## src/hw/rtl/tksd_pkg.sv

```systemverilog
// Types, constants and helper functions of the terminal key sequence decoder.
package tksd_pkg;

    typedef logic [4:0]  t_seq_len;
    typedef logic [19:0] t_ticks;

    localparam logic OP_BYTE = 1'b0;
    localparam logic OP_TICK = 1'b1;

    localparam logic KIND_KEY     = 1'b0;
    localparam logic KIND_INVALID = 1'b1;

    typedef struct packed {
        logic       opcode;
        logic [7:0] data_byte;
    } t_in_item;

    typedef struct packed {
        logic       result_kind;
        logic [7:0] key_value;
        logic       ctrl_flag;
        logic       alt_flag;
        logic       special_flag;
        logic [7:0] xterm_modifiers;
        t_seq_len   sequence_length;
    } t_out_item;

    typedef enum logic [1:0] {
        PH_FIRST  = 2'd0,
        PH_SECOND = 2'd1,
        PH_BAD    = 2'd2
    } t_param_phase;

    localparam t_ticks TIMEOUT_RESET = 20'd10000;
    localparam t_ticks TICK_MAX      = 20'hFFFFF;

    localparam logic [7:0] NUL_BYTE   = 8'd0;
    localparam logic [7:0] CTRL_FIRST = 8'd1;
    localparam logic [7:0] CTRL_LAST  = 8'd26;
    localparam logic [7:0] ESC_BYTE   = 8'd27;
    localparam logic [7:0] FS_BYTE    = 8'd28;
    localparam logic [7:0] US_BYTE    = 8'd31;
    localparam logic [7:0] PRINT_LO   = 8'h20;
    localparam logic [7:0] PRINT_HI   = 8'h7E;
    localparam logic [7:0] DEL_BYTE   = 8'd127;
    localparam logic [7:0] CSI_BYTE   = 8'h5B;
    localparam logic [7:0] SEP_BYTE   = 8'h3B;
    localparam logic [7:0] TILDE_BYTE = 8'h7E;
    localparam logic [7:0] FINAL_LO   = 8'h40;
    localparam logic [7:0] DIGIT_0    = 8'h30;
    localparam logic [7:0] DIGIT_9    = 8'h39;
    localparam logic [7:0] UPPER_A    = 8'h41;
    localparam logic [7:0] UPPER_Z    = 8'h5A;
    localparam logic [7:0] CTRL_BASE  = 8'h40;
    localparam logic [7:0] NUL_KEY    = 8'h60;

    localparam logic [7:0] SK_UNKNOWN   = 8'd0;
    localparam logic [7:0] SK_ESC       = 8'd1;
    localparam logic [7:0] SK_HOME      = 8'd2;
    localparam logic [7:0] SK_END       = 8'd5;
    localparam logic [7:0] SK_UP        = 8'd29;
    localparam logic [7:0] SK_DOWN      = 8'd30;
    localparam logic [7:0] SK_RIGHT     = 8'd31;
    localparam logic [7:0] SK_LEFT      = 8'd32;
    localparam logic [7:0] SK_KEYPAD_5  = 8'd33;
    localparam logic [7:0] SK_BACKSPACE = 8'd34;

    localparam logic [7:0] PARAM_MAX = 8'd255;

    function automatic logic [7:0] add_digit(input logic [7:0] v, input logic [3:0] d);
        logic [11:0] s;
        s = ({4'b0, v} * 12'd10) + {8'b0, d};
        return (s > {4'b0, PARAM_MAX}) ? PARAM_MAX : s[7:0];
    endfunction

    function automatic logic [7:0] less_one(input logic [7:0] m);
        return (m != 8'd0) ? (m - 8'd1) : 8'd0;
    endfunction

    function automatic logic [7:0] vt_key(input logic [7:0] p);
        logic [7:0] k;
        unique case (p)
            8'd1:    k = 8'd2;
            8'd2:    k = 8'd3;
            8'd3:    k = 8'd4;
            8'd4:    k = 8'd5;
            8'd5:    k = 8'd6;
            8'd6:    k = 8'd7;
            8'd7:    k = 8'd2;
            8'd8:    k = 8'd5;
            8'd10:   k = 8'd8;
            8'd11:   k = 8'd9;
            8'd12:   k = 8'd10;
            8'd13:   k = 8'd11;
            8'd14:   k = 8'd12;
            8'd15:   k = 8'd13;
            8'd17:   k = 8'd14;
            8'd18:   k = 8'd15;
            8'd19:   k = 8'd16;
            8'd20:   k = 8'd17;
            8'd21:   k = 8'd18;
            8'd23:   k = 8'd19;
            8'd24:   k = 8'd20;
            8'd25:   k = 8'd21;
            8'd26:   k = 8'd22;
            8'd28:   k = 8'd23;
            8'd29:   k = 8'd24;
            8'd31:   k = 8'd25;
            8'd32:   k = 8'd26;
            8'd33:   k = 8'd27;
            8'd34:   k = 8'd28;
            default: k = SK_UNKNOWN;
        endcase
        return k;
    endfunction

    function automatic logic [7:0] xterm_key(input logic [7:0] c);
        logic [7:0] k;
        unique case (c)
            8'h41:   k = SK_UP;
            8'h42:   k = SK_DOWN;
            8'h43:   k = SK_RIGHT;
            8'h44:   k = SK_LEFT;
            8'h46:   k = SK_END;
            8'h47:   k = SK_KEYPAD_5;
            8'h48:   k = SK_HOME;
            default: k = SK_UNKNOWN;
        endcase
        return k;
    endfunction

endpackage

```

## src/hw/rtl/terminal_key_sequence_decoder.sv

```systemverilog
// Terminal key sequence decoder: one byte or tick per beat, at most one key per beat.
// A result reaches the output register in the cycle after its input beat is taken.
// One beat per cycle unless stalled; the parse state registers update in one pass.
// An input beat is taken whenever the output register is empty or being drained.
// Synchronous active-low reset clears the parse state and idle count, empties the
// output register and sets the escape timeout to 10000 ticks.
module terminal_key_sequence_decoder #(
    parameter int SEQ_CAPACITY = 16
) (
    input  logic                i_clk,
    input  logic                i_rst_n,
    input  logic                i_in_valid,
    output logic                o_in_ready,
    input  tksd_pkg::t_in_item  i_in,
    output logic                o_out_valid,
    input  logic                i_out_ready,
    output tksd_pkg::t_out_item o_out,
    input  logic                i_cfg_we,
    input  tksd_pkg::t_ticks    i_cfg_wdata
);

    localparam int CNT_W = $clog2(SEQ_CAPACITY + 1);

    logic [CNT_W-1:0]       r_count, n_count;
    logic [7:0]             r_lead, n_lead;
    logic [7:0]             r_second, n_second;
    logic [7:0]             r_first_param, n_first_param;
    logic [7:0]             r_second_param, n_second_param;
    logic                   r_slot, n_slot;
    tksd_pkg::t_param_phase r_phase, n_phase;
    tksd_pkg::t_ticks       r_idle, n_idle;
    tksd_pkg::t_ticks       r_timeout;
    logic                   r_out_valid;
    tksd_pkg::t_out_item    r_out, n_out;
    logic                   emit;
    logic                   accept;
    logic [CNT_W-1:0]       cnt;
    logic [7:0]             b;
    logic [7:0]             lead;
    logic [7:0]             second;

    assign o_in_ready  = !r_out_valid || i_out_ready;
    assign accept      = i_in_valid && o_in_ready;
    assign o_out_valid = r_out_valid;
    assign o_out       = r_out;

    assign b      = i_in.data_byte;
    assign cnt    = r_count + CNT_W'(1);
    assign lead   = (cnt == CNT_W'(1)) ? b : r_lead;
    assign second = (cnt == CNT_W'(2)) ? b : r_second;

    function automatic tksd_pkg::t_out_item make_out(
        input logic       kind,
        input logic [7:0] code,
        input logic       ctrl,
        input logic       alt,
        input logic       special,
        input logic [7:0] mods,
        input logic [CNT_W-1:0] len
    );
        tksd_pkg::t_out_item o;
        o.result_kind     = kind;
        o.key_value       = code;
        o.ctrl_flag       = ctrl;
        o.alt_flag        = alt;
        o.special_flag    = special;
        o.xterm_modifiers = mods;
        o.sequence_length = tksd_pkg::t_seq_len'(len);
        return o;
    endfunction

    always_comb begin
        n_count        = r_count;
        n_lead         = r_lead;
        n_second       = r_second;
        n_first_param  = r_first_param;
        n_second_param = r_second_param;
        n_slot         = r_slot;
        n_phase        = r_phase;
        n_idle         = r_idle;
        emit           = 1'b0;
        n_out          = make_out(tksd_pkg::KIND_KEY, 8'd0, 1'b0, 1'b0, 1'b0, 8'd0, cnt);

        if (i_in.opcode == tksd_pkg::OP_TICK) begin
            n_idle = (r_idle != tksd_pkg::TICK_MAX) ? (r_idle + 20'd1) : r_idle;
            if (n_idle > r_timeout) begin
                if (r_count == CNT_W'(1) && r_lead == tksd_pkg::ESC_BYTE) begin
                    emit  = 1'b1;
                    n_out = make_out(tksd_pkg::KIND_KEY, tksd_pkg::SK_ESC, 1'b0, 1'b0,
                                     1'b1, 8'd0, CNT_W'(1));
                end else if (r_count == CNT_W'(2) && r_lead == tksd_pkg::ESC_BYTE &&
                             r_second == tksd_pkg::CSI_BYTE) begin
                    emit  = 1'b1;
                    n_out = make_out(tksd_pkg::KIND_KEY, tksd_pkg::CSI_BYTE, 1'b0, 1'b1,
                                     1'b0, 8'd0, CNT_W'(2));
                end
            end
        end else begin
            n_idle   = '0;
            n_count  = cnt;
            n_lead   = lead;
            n_second = second;
            if ({{(32-CNT_W){1'b0}}, cnt} >= 32'(SEQ_CAPACITY)) begin
                emit  = 1'b1;
                n_out = make_out(tksd_pkg::KIND_INVALID, 8'd0, 1'b0, 1'b0, 1'b0, 8'd0, cnt);
            end else if (cnt == CNT_W'(1)) begin
                if (b == tksd_pkg::NUL_BYTE) begin
                    emit  = 1'b1;
                    n_out = make_out(tksd_pkg::KIND_KEY, tksd_pkg::NUL_KEY, 1'b1, 1'b0,
                                     1'b0, 8'd0, cnt);
                end else if (b <= tksd_pkg::CTRL_LAST) begin
                    emit  = 1'b1;
                    n_out = make_out(tksd_pkg::KIND_KEY, b + tksd_pkg::CTRL_BASE, 1'b1,
                                     1'b0, 1'b0, 8'd0, cnt);
                end else if (b >= tksd_pkg::FS_BYTE && b <= tksd_pkg::US_BYTE) begin
                    emit  = 1'b1;
                    n_out = make_out(tksd_pkg::KIND_KEY, b, 1'b0, 1'b0, 1'b1, 8'd0, cnt);
                end else if (b >= tksd_pkg::PRINT_LO && b <= tksd_pkg::PRINT_HI) begin
                    emit  = 1'b1;
                    n_out = make_out(tksd_pkg::KIND_KEY, b, 1'b0, 1'b0, 1'b0, 8'd0, cnt);
                end else if (b == tksd_pkg::DEL_BYTE) begin
                    emit  = 1'b1;
                    n_out = make_out(tksd_pkg::KIND_KEY, tksd_pkg::SK_BACKSPACE, 1'b0,
                                     1'b0, 1'b1, 8'd0, cnt);
                end
            end else if (lead == tksd_pkg::ESC_BYTE) begin
                if (cnt == CNT_W'(2)) begin
                    if (b >= tksd_pkg::CTRL_FIRST && b <= tksd_pkg::CTRL_LAST) begin
                        emit  = 1'b1;
                        n_out = make_out(tksd_pkg::KIND_KEY, b + tksd_pkg::CTRL_BASE, 1'b1,
                                         1'b1, 1'b0, 8'd0, cnt);
                    end else if (b != tksd_pkg::CSI_BYTE) begin
                        emit  = 1'b1;
                        n_out = make_out(tksd_pkg::KIND_KEY, b, 1'b0, 1'b1, 1'b0, 8'd0, cnt);
                    end
                end else if (second == tksd_pkg::CSI_BYTE) begin
                    if (b >= tksd_pkg::FINAL_LO && b <= tksd_pkg::TILDE_BYTE) begin
                        emit = 1'b1;
                        if (r_phase != tksd_pkg::PH_BAD && b == tksd_pkg::TILDE_BYTE) begin
                            n_out = make_out(tksd_pkg::KIND_KEY,
                                             tksd_pkg::vt_key(r_first_param), 1'b0, 1'b0,
                                             1'b1, tksd_pkg::less_one(r_second_param), cnt);
                        end else if (r_phase != tksd_pkg::PH_BAD &&
                                     b >= tksd_pkg::UPPER_A && b <= tksd_pkg::UPPER_Z) begin
                            n_out = make_out(tksd_pkg::KIND_KEY, tksd_pkg::xterm_key(b),
                                             1'b0, 1'b0, 1'b1,
                                             tksd_pkg::less_one(r_first_param), cnt);
                        end else begin
                            n_out = make_out(tksd_pkg::KIND_INVALID, 8'd0, 1'b0, 1'b0,
                                             1'b0, 8'd0, cnt);
                        end
                    end else if (r_phase != tksd_pkg::PH_BAD &&
                                 b >= tksd_pkg::DIGIT_0 && b <= tksd_pkg::DIGIT_9) begin
                        if (!r_slot) begin
                            n_first_param = tksd_pkg::add_digit(r_first_param,
                                                                4'(b - tksd_pkg::DIGIT_0));
                        end else begin
                            n_second_param = tksd_pkg::add_digit(r_second_param,
                                                                 4'(b - tksd_pkg::DIGIT_0));
                        end
                    end else if (r_phase == tksd_pkg::PH_FIRST &&
                                 b == tksd_pkg::SEP_BYTE) begin
                        n_slot  = (r_first_param != 8'd0);
                        n_phase = tksd_pkg::PH_SECOND;
                    end else begin
                        n_phase = tksd_pkg::PH_BAD;
                    end
                end
            end
        end

        if (emit) begin
            n_count        = '0;
            n_lead         = '0;
            n_second       = '0;
            n_first_param  = '0;
            n_second_param = '0;
            n_slot         = 1'b0;
            n_phase        = tksd_pkg::PH_FIRST;
        end
    end

    always_ff @(posedge i_clk) begin
        if (!i_rst_n) begin
            r_count        <= '0;
            r_lead         <= '0;
            r_second       <= '0;
            r_first_param  <= '0;
            r_second_param <= '0;
            r_slot         <= 1'b0;
            r_phase        <= tksd_pkg::PH_FIRST;
            r_idle         <= '0;
        end else if (accept) begin
            r_count        <= n_count;
            r_lead         <= n_lead;
            r_second       <= n_second;
            r_first_param  <= n_first_param;
            r_second_param <= n_second_param;
            r_slot         <= n_slot;
            r_phase        <= n_phase;
            r_idle         <= n_idle;
        end
    end

    always_ff @(posedge i_clk) begin
        if (!i_rst_n) begin
            r_timeout <= tksd_pkg::TIMEOUT_RESET;
        end else if (i_cfg_we) begin
            r_timeout <= i_cfg_wdata;
        end
    end

    always_ff @(posedge i_clk) begin
        if (!i_rst_n) begin
            r_out_valid <= 1'b0;
        end else if (accept && emit) begin
            r_out_valid <= 1'b1;
        end else if (i_out_ready) begin
            r_out_valid <= 1'b0;
        end
    end

    always_ff @(posedge i_clk) begin
        if (accept && emit) begin
            r_out <= n_out;
        end
    end

endmodule

```

## config.mk

```make
export PLATFORM = sky130hd
export DESIGN_NAME = terminal_key_sequence_decoder
export DESIGN_NICKNAME = d
export VERILOG_FILES = /design/src/hw/rtl/tksd_pkg.sv /design/src/hw/rtl/terminal_key_sequence_decoder.sv
export SDC_FILE = /design/constraint.sdc
export NUM_CORES = 1
export LEC_CHECK = 0
export BUFFER_PORTS_ARGS = -buffer_cell sky130_fd_sc_hd__buf_2
export CORE_MARGIN = 8
export CORE_UTILIZATION = 40
export DETAILED_ROUTE_END_ITERATION = 8
export MAX_ROUTING_LAYER = met4
export PLACE_DENSITY = 0.59
export SLEW_MARGIN = 20
export SYNTH_ARGS = -nofsm -noshare
export SYNTH_HDL_FRONTEND = slang
export SYNTH_SLANG_ARGS = --single-unit
export TNS_END_PERCENT = 5
```

## constraint.sdc

```tcl
create_clock -name i_clk -period 8.4 [get_ports i_clk]
set_input_delay 0.84 -clock i_clk [delete_from_list [all_inputs] [get_ports i_clk]]
set_output_delay 0.84 -clock i_clk [all_outputs]
set_load 0.01 [all_outputs]
```

Word-level counts from Yosys, hierarchy flattened:

Memories as Yosys holds them, arrays and structs flattened. A register that Yosys moved wholly into a read port is not among the register bits.
Cells that the tools add are included.

* register bits: 106
* memory bits (read-only): 320
* output and inout bits: 27
* logic and storage cells: 200
* memories kept: 1

Memory list
* (no name shown): words 64, width 5, rd ports 1, clocked after memory_dff 1, wr ports 0, RTL line tksd_pkg.sv:82 `unique case (p)`

* $add $sub $neg: 8
* multiply operators: 2
* order comparisons: 15
* equal/unequal tests: 28
* muxes and demuxes: 96
* reduce and logical (&&, ||, !) cells: 33

Operator list (number)
* $mux W8: 31
* $mux W25: 9
* $mux W24: 6
* $eq A8 B7 Y1 const B: 11
* $mux W23: 3
* $pmux W6 S7: 1
* $mux W20: 2
* $reduce_and A10 Y1: 3
* $mux W1: 29
* $add A12 B4 Y12: 2
* $gt A12 B8 Y1 const B: 2
* $mul A8 B3 Y11 const B: 2
* $mux W22: 1
* $add A20 B1 Y20 const B: 1
* $gt A20 B20 Y1: 1
* $mux W2: 10
* $ne A20 B20 Y1 const B: 1
* $eq A8 B5 Y1 const B: 2
* $ge A8 B6 Y1 const B: 2
* $ge A8 B7 Y1 const B: 2
* $le A8 B5 Y1 const B: 2
* $le A8 B7 Y1 const B: 2
* $reduce_bool A8 Y1: 2
* $sub A8 B1 Y8 const B: 2
* 23 further kinds: 53

Logic depth before layout (Yosys ltp):

Gate-level depths: netlist of the first run.

* word-level depth: 16
* depth in mapped cells: 25
* depth with buffers taken out: 24

Worst setup path after synthesis of the first run:

No wires, ideal clock.

* path kind: register to register
* from: register r_idle[2]
* to: register with a tool-made name
* setup time: 0.128 ns
* data arrival time: 5.058 ns
* setup slack: 3.214 ns
* cell stages (with the launch flop): 24
* buffers on the path: 1
* cell sequence: dfxtp_1 > and4_1 > nand4_1 > nor2_1 > nand3_1 > nor2_1 > nor2_1 > and4_1 > xor2_1 > ha_1 > nand4_1 > nor4_1 > a211oi_1 > nor2b_1 > o21ai_1 > o211ai_4 > buf_2 > mux2i_1 > nor2_1 > inv_1 > ha_1 > mux2_2 > a221oi_2 > o211ai_1

RTL lines
* start, declared: RTL line terminal_key_sequence_decoder.sv:31 `tksd_pkg::t_ticks r_idle, n_idle;`
* start signal, assigned: RTL line terminal_key_sequence_decoder.sv:201 `r_idle <= n_idle;`

==> results.sh, run 1 <==
export IMPL_status="finished, final reports clean"
export IMPL_cts_sinks=111
export IMPL_cp_end_kind="flip-flop"
export IMPL_fin_util_pct=44.8
export IMPL_reg2regPathDepth=21
export IMPL_postCtsSetupBuffers=0
export IMPL_fin_skew_ns=0.0132
export IMPL_synth_main_ff_cell="dfxtp_1"
export IMPL_worst_pin_slew_ns=1.10
export IMPL_fmax_ghz=0.162
export IMPL_reg2reg_slack_ns=2.23
export IMPL_avgSynthCellArea_um2=8.39
export IMPL_insertion_delay_ns=0.37
export IMPL_clock_power_share_pct=36.2
export IMPL_seq_power_share_pct=46.9
export IMPL_synthMostInstantiatedCell="nor2_1"
export IMPL_overflow=0
export IMPL_synth_top_area_cell="dfxtp_1"
export IMPL_p_int_uw=866
export IMPL_synth_top_area_share_pct=21.6
export IMPL_place_gp_congestion=0.928
export IMPL_drtAntennaViolNets=0
export IMPL_period_needed_ns=6.17
export IMPL_rsz0062_at_grt="no"
export IMPL_worstHoldStart="r_timeout[17]"
export IMPL_drt_drc_violations_left=0
export IMPL_p_per_area_nw_per_um2=140
export IMPL_syn_inst=950
export IMPL_hold_path_class="reg -> reg"
export IMPL_grt_max_degree=81
export IMPL_syn_to_final_growth_pct=9.79
export IMPL_antenna_cells=0
export IMPL_clockBufferDepth=2
export IMPL_rr_startpoint="r_idle[2]"
export IMPL_vias_per_cell=5.50
export IMPL_p_sw_uw=362
export IMPL_ir_worst_vdd_v=0.000124
export IMPL_netlist_area_um2=7980
export IMPL_hold_violations=0
export IMPL_drtPass1Iterations=7
export IMPL_nets=1087
export IMPL_io_buffers=60
export IMPL_yosys_top_cells_count="nor2_1, dfxtp_1, nand2_1"
export IMPL_fp_dieH_um=157
export IMPL_dr_total_vias=6893
export IMPL_synth_seq_area_share_pct=31.0
export IMPL_path_cells="and4_1 -> nand4_1 -> nor2_1 -> nand3_1 -> nor2_1 -> nor3_1 -> nand3_1 -> xnor2_1 -> ha_1 -> nand4_1 -> nor4_1 -> a2111o_1 -> o21ai_1 -> o211ai_4 -> mux2i_1 -> nor2_1 -> inv_1 -> ha_1 -> mux2_2 -> a221oi_2 -> o211ai_1"
export IMPL_hpwl_mm=15.4
export IMPL_synthDistinctLibCells=81
export IMPL_htreeDepth=3
export IMPL_start_util_pct=40.8
export IMPL_crit_fanout=16
export IMPL_drive_above_1_share_pct=11.2
export IMPL_switching_share_pct=29.5
export IMPL_hold_end="r_timeout[17]"
export IMPL_track_usage_pct=17.8
export IMPL_drtIter0Drc=472
export IMPL_antenna_found_initial=0
export IMPL_fin_crit_sh_pct=73.5
export IMPL_num_io_pins=61
export IMPL_synthArstFlopShare_pct=0
export IMPL_cts_buffers=9
export IMPL_worstSetupPathType="reg -> reg"
export IMPL_timing_setup_tns_ns=0
export IMPL_critical_path_slowest_cell="o211ai_4"
export IMPL_cts_hold_buf=0
export IMPL_timing_hold_ws_ns=0.495
export IMPL_crit_path_start_kind="flip-flop"
export IMPL_core_um2=19500
export IMPL_postCtsResizedCells=0
export IMPL_grt_pass1_wl_mm=34.5
export IMPL_synth_edff_count=25
export IMPL_cp_data_required_time_ns=8.63
export IMPL_setup_viol=0
export IMPL_cts_tree="done"
export IMPL_die_x_um=157
export IMPL_dieArea_um2=24700
export IMPL_arrival_ns=6.41
export IMPL_pwr_share_comb_pct=16.9
export IMPL_min_path_cells=2
export IMPL_clockRootBuffer="clkbuf_16"
export IMPL_crit_top_cell="nor2_1"
export IMPL_ys_ff_latch=111
export IMPL_relSlewSlack_pct=26.5
export IMPL_slew_violations=0
export IMPL_clk_pin_slew_worst_paths_ns=0.08
export IMPL_core_rowCount=51
export IMPL_synth_area_leaders="dfxtp_1, ha_1, edfxtp_1, nor2_1, mux2i_1"
export IMPL_syn_nets=1054
export IMPL_p_leak_uw=0.00365
export IMPL_cap_violations=0
export IMPL_grt_pass1_vias=6607
export IMPL_slowest_delay_ns=0.60
export IMPL_yosysWarnings=0
export IMPL_wl_mm=20.8
export IMPL_wl_per_cell_um=16.6
## cell usage in the layout, fill, tap and decap left out, drive strengths merged, types with 6 or more instances in the layout
cell / count
mux2i: 39
nand2: 80
a21oi: 67
and2: 15
o21a: 10
o22ai: 9
buf: 63
ha: 66
a211oi: 12
nor2: 117
nor3: 23
nor2b: 12
nand4: 15
o21ai: 36
edfxtp: 25
inv: 60
o211ai: 13
a21o: 15
and3: 6
and4: 6
or3: 8
dfxtp: 86
clkbuf: 11
nand2b: 11
nor4: 9
a22oi: 29
xor2: 17
xnor2: 30
nand3b: 6
nand3: 30
## metrics by stage
stage          total power, µW  setup slack [ns]  std cells  instance area [µm²]
2_1_floorplan              737              3.21        950                 7980
3_3_place_gp               796              2.60       1237                 8450
3_5_place_dp               795              2.37       1237                 8450
4_1_cts                   1240              2.33       1253                 8760
5_1_grt                   1280              1.65       1253                 8760
6_report                  1230              2.23       1253                 8760
## worst max-delay path by stage
stage,slack (ns),end,depth (start not counted),startpoint
after CTS,2.33,flip-flop,21,r_idle[2]
after global placement,2.60,flip-flop,21,r_idle[2]
after global routing,1.65,flip-flop,22,r_idle[2]
after floorplan,3.21,flip-flop,23,r_idle[2]
after detailed placement,2.37,flip-flop,21,r_idle[2]
final,2.23,flip-flop,21,r_idle[2]
## worst max-delay path: cells and delay by family (launching register included)
family	cells	cell delay, ns
XOR/XNOR	1	0.09
AND/OR/NAND/NOR	10	2.77
adder cells (fa/ha/maj)	2	0.67
flip-flops	1	0.45
multiplexers	2	0.53
buffers and inverters	1	0.15
AO/OA/AOI/OAI	5	1.40
## kinds of logic after synthesis
kind of cell	count (synthesis)	share of synthesized area, %
DFF	111	31.0
buffers and inverters	99	4.94
xor gates and xnor gates	47	5.16
AOI/OAI and AO/OA	228	20.1
muxes	43	5.66
and+or+nand+nor	352	21.8
adders and majority gates	70	11.4
## state kept, by name (all words and copies together), names as in the netlist, named ones only
| signal | cells |
|---|---|
| r_count | 5 |
| r_second_param | 8 |
| r_second | 8 |
| o_out_valid | 1 |
| r_phase | 2 |
| r_lead | 8 |
| r_first_param | 8 |
| r_timeout | 20 |
| o_out | 25 |
| r_idle | 20 |
| r_slot | 1 |
## per-layer routing
metal  GRT usage, %  up-vias  routed length (µm)
li1               -     3485                   -
met1           23.4     3197               10200
met2           27.8      184                9180
met3           2.60       27                1060
met4           5.30        0                 360
met5              -        -                   0
## power groups by stage
stage	Sequential (µW)	Combinational [µW]	Clock, µW
4_1_cts	577	208	456
3_3_place_gp	589	207	0
2_1_floorplan	587	150	0
5_1_grt	579	232	473
3_5_place_dp	589	206	0
6_report	577	208	444
## area by class of cell
type	instances	area (µm²)
Clock buffer	11	254
Timing Repair Buffer	63	323
Tap cell	265	332
Multi-Input combinational cell	740	5110
Fill cell	1954	10800
Clock inverter	5	48.8
Inverter	58	218
Sequential cell	111	2470
Power figures use the tool's default switching activity.
==> run 2, diff against run 1 <==
--- a/config.mk
+++ b/config.mk
@@ -5,12 +5,13 @@
 export SDC_FILE = /design/constraint.sdc
 export NUM_CORES = 1
 export LEC_CHECK = 0
+export ABC_AREA = 1
 export BUFFER_PORTS_ARGS = -buffer_cell sky130_fd_sc_hd__buf_2
 export CORE_MARGIN = 8
 export CORE_UTILIZATION = 40
 export DETAILED_ROUTE_END_ITERATION = 8
 export MAX_ROUTING_LAYER = met4
-export PLACE_DENSITY = 0.59
+export PLACE_DENSITY = 0.61
 export SLEW_MARGIN = 20
 export SYNTH_ARGS = -nofsm -noshare
 export SYNTH_HDL_FRONTEND = slang
==> constraint.sdc (replaced) <==
create_clock -name i_clk -period 5.1 [get_ports i_clk]
set_input_delay 0.51 -clock i_clk [delete_from_list [all_inputs] [get_ports i_clk]]
set_output_delay 0.51 -clock i_clk [all_outputs]
set_load 0.01 [all_outputs]
==> results.sh, run 2 <==
export IMPL_fmax_ghz=0.218
export IMPL_clk_pin_slew_worst_paths_ns=0.08
export IMPL_crit_path_start_kind="flip-flop"
export IMPL_worstSetupPathType="reg -> reg"
export IMPL_vias_per_cell=5.22
export IMPL_relSlewSlack_pct=46.4
export IMPL_slowest_delay_ns=0.39
export IMPL_wl_mm=22.7
export IMPL_place_gp_congestion=0.938
export IMPL_insertion_delay_ns=0.37
export IMPL_pre_cts_ws_ns=0.262
export IMPL_arrival_ns=4.90
export IMPL_cp_end_kind="flip-flop"
export IMPL_cts_tree="done"
export IMPL_synth_top_area_share_pct=20.8
export IMPL_largest_register_ffs=25
export IMPL_nets=1338
export IMPL_num_io_pins=61
export IMPL_crit_fanout=8
export IMPL_ir_worst_vdd_v=0.000167
export IMPL_avgSynthCellArea_um2=6.99
export IMPL_cp_buffers_inverters=5
export IMPL_period_needed_ns=4.59
export IMPL_netlist_area_um2=8270
export IMPL_timing_hold_ws_ns=0.367
export IMPL_grt_max_degree=65
export IMPL_layout_common_cells="nand2_1, inv_1, nor2_1"
export IMPL_synth_main_ff_cell="dfxtp_1"
export IMPL_die_x_um=160
export IMPL_hpwl_mm=17.4
export IMPL_regArea_um2=2470
export IMPL_antenna_found_initial=1
export IMPL_cp_data_required_time_ns=5.41
export IMPL_core_rowCount=52
export IMPL_fin_ws_ns=0.508
export IMPL_drt_drc_violations_left=0
export IMPL_cap_violations=0
export IMPL_fin_util_pct=45.2
export IMPL_hold_violations=0
export IMPL_p_per_area_nw_per_um2=220
export IMPL_syn_nets=1288
export IMPL_syn_to_final_growth_pct=10.7
export IMPL_fillers=2107
export IMPL_fin_crit_sh_pct=90.0
export IMPL_overflow=0
export IMPL_drtPass1Iterations=5
export IMPL_p_leak_uw=0.00403
export IMPL_dr_total_vias=7881
export IMPL_htreeDepth=3
export IMPL_status="finished, final reports clean"
export IMPL_cts_hold_buf=0
export IMPL_critical_path_slowest_cell="dfxtp_2"
export IMPL_synthMostInstantiatedCell="nand2_1"
export IMPL_drtIter0Drc=561
export IMPL_dieArea_um2=25500
export IMPL_clockRootBuffer="clkbuf_16"
export IMPL_synth_edff_count=25
export IMPL_synthArstFlopShare_pct=0
export IMPL_slew_violations=0
export IMPL_drtAntennaViolNets=0
export IMPL_fp_dieH_um=160
export IMPL_hold_path_class="in -> reg"
export IMPL_worst_pin_slew_ns=0.804
export IMPL_clockBufferDepth=2
export IMPL_syn_inst=1184
export IMPL_synthDistinctLibCells=60
export IMPL_synth_seq_area_share_pct=29.9
export IMPL_grt_pass1_wl_mm=37.6
export IMPL_wl_per_cell_um=15.1
export IMPL_drive_above_1_share_pct=11.9
export IMPL_cts_sinks=111
export IMPL_synth_area_leaders="dfxtp_1, nand2_1, ha_1, edfxtp_1, inv_1"
export IMPL_start_util_pct=40.9
export IMPL_core_um2=20200
export IMPL_setup_viol=0
export IMPL_cts_buffers=9
export IMPL_final_common_cell="nand2_1"
export IMPL_yosysWarnings=0
export IMPL_yosys_top_cells_count="nand2_1, inv_1, nor2_1"
export IMPL_synth_top_area_cell="dfxtp_1"
export IMPL_fin_skew_ns=0.0130
export IMPL_io_buffers=60
export IMPL_track_usage_pct=18.2
export IMPL_power_uw=2020
export IMPL_grt_pass1_vias=7360
export IMPL_multi_input_area_um2=5020
export IMPL_ys_ff_latch=111
export IMPL_crit_family="simple AND/OR/NAND/NOR gates"
==> run 2: cell count changes after synthesis, moves of 12 or more <==
cell     delta
nand2_1   +186
inv_1     +101
nand3_1    +51
o21ai_0    +37
mux2i_1    -36
a21oi_1    +33
a22oi_1    -28
a21o_1     -15
nor2_1     -15
nand4_1    +13
xnor2_1    -13
and2_1     -12
nor2b_1    -12
==> run 2: worst reg2reg max path, delay by kind of cell, from the launching register on <==
kind	cells	cell delay [ns]
buffers and inverters	5	0.54
and+or+nand+nor	21	2.48
AOI/OAI and AO/OA	1	0.20
adders and majority gates	3	0.79
DFF	1	0.39
xor gates and xnor gates	1	0.15
==> run 2: layout make-up <==
class | instances | share of cell area, %
clock inverters | 6 | 0.506
inverters | 171 | 7.07
diodes | 1 | 0.0273
multi-input cells | 870 | 54.9
well taps | 270 | 3.69
flip-flops and latches | 111 | 27.0
repair buffers | 71 | 4.32
clock buffers | 10 | 2.50
==> run 2: worst paths after layout <==
path	from	to	slack, ns	cells after the start
setup reg to reg	r_idle[1]	flip-flop	0.51	31
hold reg to reg	r_timeout[1]	r_timeout[1]	0.47	2
setup / recovery	r_idle[1]	flip-flop	0.51	31
hold / removal	i_cfg_wdata[13]	r_timeout[13]	0.37	3
==> run 2: what timing repair did <==
action | 4_1_cts | 5_1_grt
endpoints found under the setup margin | 0 | 5
buffers inserted | 0 | 3
gates resized for setup | 0 | 7
==> run 2: cells by family after synthesis <==
logic type	after synthesis	share of synthesized area, %
and+or+nand+nor	546	30.6
AOI/OAI and AO/OA	219	14.9
buffers and inverters	203	9.86
DFF	111	29.9
adders and majority gates	70	11.0
xor gates and xnor gates	34	3.69
muxes	1	0.121
==> run 2: per-layer routing <==
metal	part of all wire, %	wire length (µm)	global-route usage (%)
met2	43	9830	27.6
met5	0	0	-
met4	1.2	279	4.46
met3	6.7	1520	3.70
met1	49	11100	24.4
==> run 2: power breakdown <==
| group | internal (µW) | switching (µW) | total, µW |
|---|---|---|---|
| registers | 932 | 21.3 | 953 |
| logic | 120 | 261 | 382 |
| clock network | 335 | 346 | 680 |
==> run 2: per-stage QoR <==
step	std cells	instance area [µm²]	TNS (ns)
6_report	1510	9150	0
5_1_grt	1510	9150	-0.00813
4_1_cts	1506	9080	0
3_5_place_dp	1490	8800	0
3_3_place_gp	1490	8800	0
2_1_floorplan	1184	8270	0
==> run 3, diff against run 2 <==
--- a/config.mk
+++ b/config.mk
@@ -5,10 +5,10 @@
 export SDC_FILE = /design/constraint.sdc
 export NUM_CORES = 1
 export LEC_CHECK = 0
-export ABC_AREA = 1
 export BUFFER_PORTS_ARGS = -buffer_cell sky130_fd_sc_hd__buf_2
 export CORE_MARGIN = 8
 export CORE_UTILIZATION = 40
+export CTS_CLUSTER_SIZE = 8
 export DETAILED_ROUTE_END_ITERATION = 8
 export MAX_ROUTING_LAYER = met4
 export PLACE_DENSITY = 0.61
==> results.sh, run 3 (synthesis gave the netlist of run 1 again) <==
export IMPL_worst_pin_slew_ns=1.02
export IMPL_wl_per_cell_um=16.3
export IMPL_antenna_cells=0
export IMPL_worstSetupPathType="reg -> reg"
export IMPL_drtIter0Drc=349
export IMPL_syn_to_final_growth_pct=12.6
export IMPL_drtAntennaViolNets=0
export IMPL_start_util_pct=40.8
export IMPL_drt_drc_violations_left=0
export IMPL_largest_register_ffs=25
export IMPL_ir_worst_vdd_v=0.000164
export IMPL_grt_max_degree=42
export IMPL_htreeDepth=3
export IMPL_clk_pin_slew_worst_paths_ns=0.07
export IMPL_status="finished, final reports clean"
export IMPL_crit_path_start_kind="flip-flop"
export IMPL_place_gp_congestion=0.899
export IMPL_num_io_pins=61
export IMPL_grt_pass1_wl_mm=34.4
export IMPL_drive_above_1_share_pct=14.7
export IMPL_cts_buffers=9
export IMPL_antenna_found_initial=0
export IMPL_core_um2=19500
export IMPL_hold_violations=0
export IMPL_final_common_cell="nor2_1"
export IMPL_arrival_ns=5.10
export IMPL_fmax_ghz=0.205
export IMPL_hpwl_mm=15.8
export IMPL_timing_setup_tns_ns=0
export IMPL_wl_mm=20.8
export IMPL_placedCellCount=1256
export IMPL_clockBufferDepth=2
export IMPL_nets=1113
export IMPL_drtPass1Iterations=5
export IMPL_fp_dieH_um=157
export IMPL_dieArea_um2=24700
export IMPL_p_leak_uw=0.00377
export IMPL_cp_end_kind="flip-flop"
export IMPL_overflow=0
export IMPL_clockRootBuffer="clkbuf_16"
export IMPL_fin_skew_ns=0.00846
export IMPL_io_buffers=60
export IMPL_track_usage_pct=17.6
export IMPL_relSlewSlack_pct=32.0
export IMPL_p_per_area_nw_per_um2=222
export IMPL_slew_violations=0
export IMPL_vias_per_cell=5.48
export IMPL_die_x_um=157
export IMPL_period_needed_ns=4.87
export IMPL_cts_tree="done"
export IMPL_hold_path_class="in -> reg"
export IMPL_grt_pass1_vias=6818
export IMPL_setup_viol=0
export IMPL_timing_hold_ws_ns=0.377
export IMPL_insertion_delay_ns=0.35
export IMPL_dr_total_vias=7013
export IMPL_stdcell_count=1279
export IMPL_crit_fanout=6
export IMPL_cap_violations=0
export IMPL_layout_common_cells="nor2_1, dfxtp_1, nand2_1"
export IMPL_cp_data_required_time_ns=5.33
export IMPL_cts_sinks=111
export IMPL_core_rowCount=51
export IMPL_fin_crit_sh_pct=95.5
[run 3: cell count changes in the layout (fill, tap and decap cells not counted), moves of 15 or more]
cell	previous run	this run
nand3_1	78	28
o21ai_0	67	30
nand2_1	265	80
inv_1	156	56
buf_4	10	29
mux2i_1	1	37
a21oi_1	96	64
a21o_1	0	15
a22oi_1	1	29
[run 3: worst paths after layout]
path	slack [ns]	cells after the start	endpoint	start
setup / recovery	0.23	20	flip-flop	r_idle[9]
hold / removal	0.38	3	r_timeout[4]	i_cfg_wdata[4]
setup reg to reg	0.23	20	flip-flop	r_idle[9]
hold reg to reg	0.49	2	r_second[1]	r_second[1]
[run 3: report_power, final]
| part | internal [µW] | total, µW | switching [µW] | leakage, µW |
|---|---|---|---|---|
| logic | 134 | 350 | 216 | 0.00270 |
| clock network | 383 | 697 | 314 | 0.000138 |
| registers | 929 | 950 | 21.3 | 0.000940 |
[run 3: layout make-up]
| class | instances | area (µm²) |
|---|---|---|
| multi-input combinational | 740 | 5150 |
| clock buffer | 13 | 240 |
| fill | 1997 | 10500 |
| inverter | 58 | 218 |
| tap | 265 | 332 |
| clock inverter | 3 | 43.8 |
| sequential | 111 | 2480 |
| timing repair buffer | 89 | 518 |
[run 3: stage by stage]
step	setup WS (ns)	utilization, %	area, µm²	power (µW)
6_report	0.231	46.0	8980	2000
5_1_grt	-0.0524	46.0	8980	2090
4_1_cts	0.0523	45.5	8880	2020
3_5_place_dp	0.0981	44.0	8600	1320
3_3_place_gp	0.266	44.0	8600	1310
2_1_floorplan	0.0298	-	7980	1210
[run 3: timing repair]
action | 4_1_cts | 5_1_grt
hold buffers | 0 | 0
endpoints found under the setup margin | 0 | 54
setup buffers | 0 | 7
resized for setup | 0 | 15
[run 3: critical path, cell delays in order (launching register included)]
cell	delay (ns)
dfxtp_2	0.37
and4_2	0.27
nand4_1	0.22
nor2_2	0.21
nand3_2	0.13
nor2_4	0.20
buf_4	0.16
mux2_2	0.35
ha_1	0.30
a21oi_1	0.14
o21ai_0	0.11
a2111o_1	0.47
o21a_1	0.27
a211oi_2	0.18
mux2i_1	0.14
nor2_2	0.20
inv_1	0.11
ha_1	0.31
mux2_2	0.28
a221oi_2	0.21
o211ai_1	0.11
[run 3: metal layers]
| metal | vias to the layer above | GRT usage [%] | wire length (µm) |
|---|---|---|---|
| met4 | 0 | 4.62 | 348 |
| met2 | 157 | 28.3 | 9630 |
| li1 | 3518 | - | - |
| met5 | - | - | 0 |
| met3 | 25 | 3.10 | 961 |
| met1 | 3313 | 22.6 | 9890 |
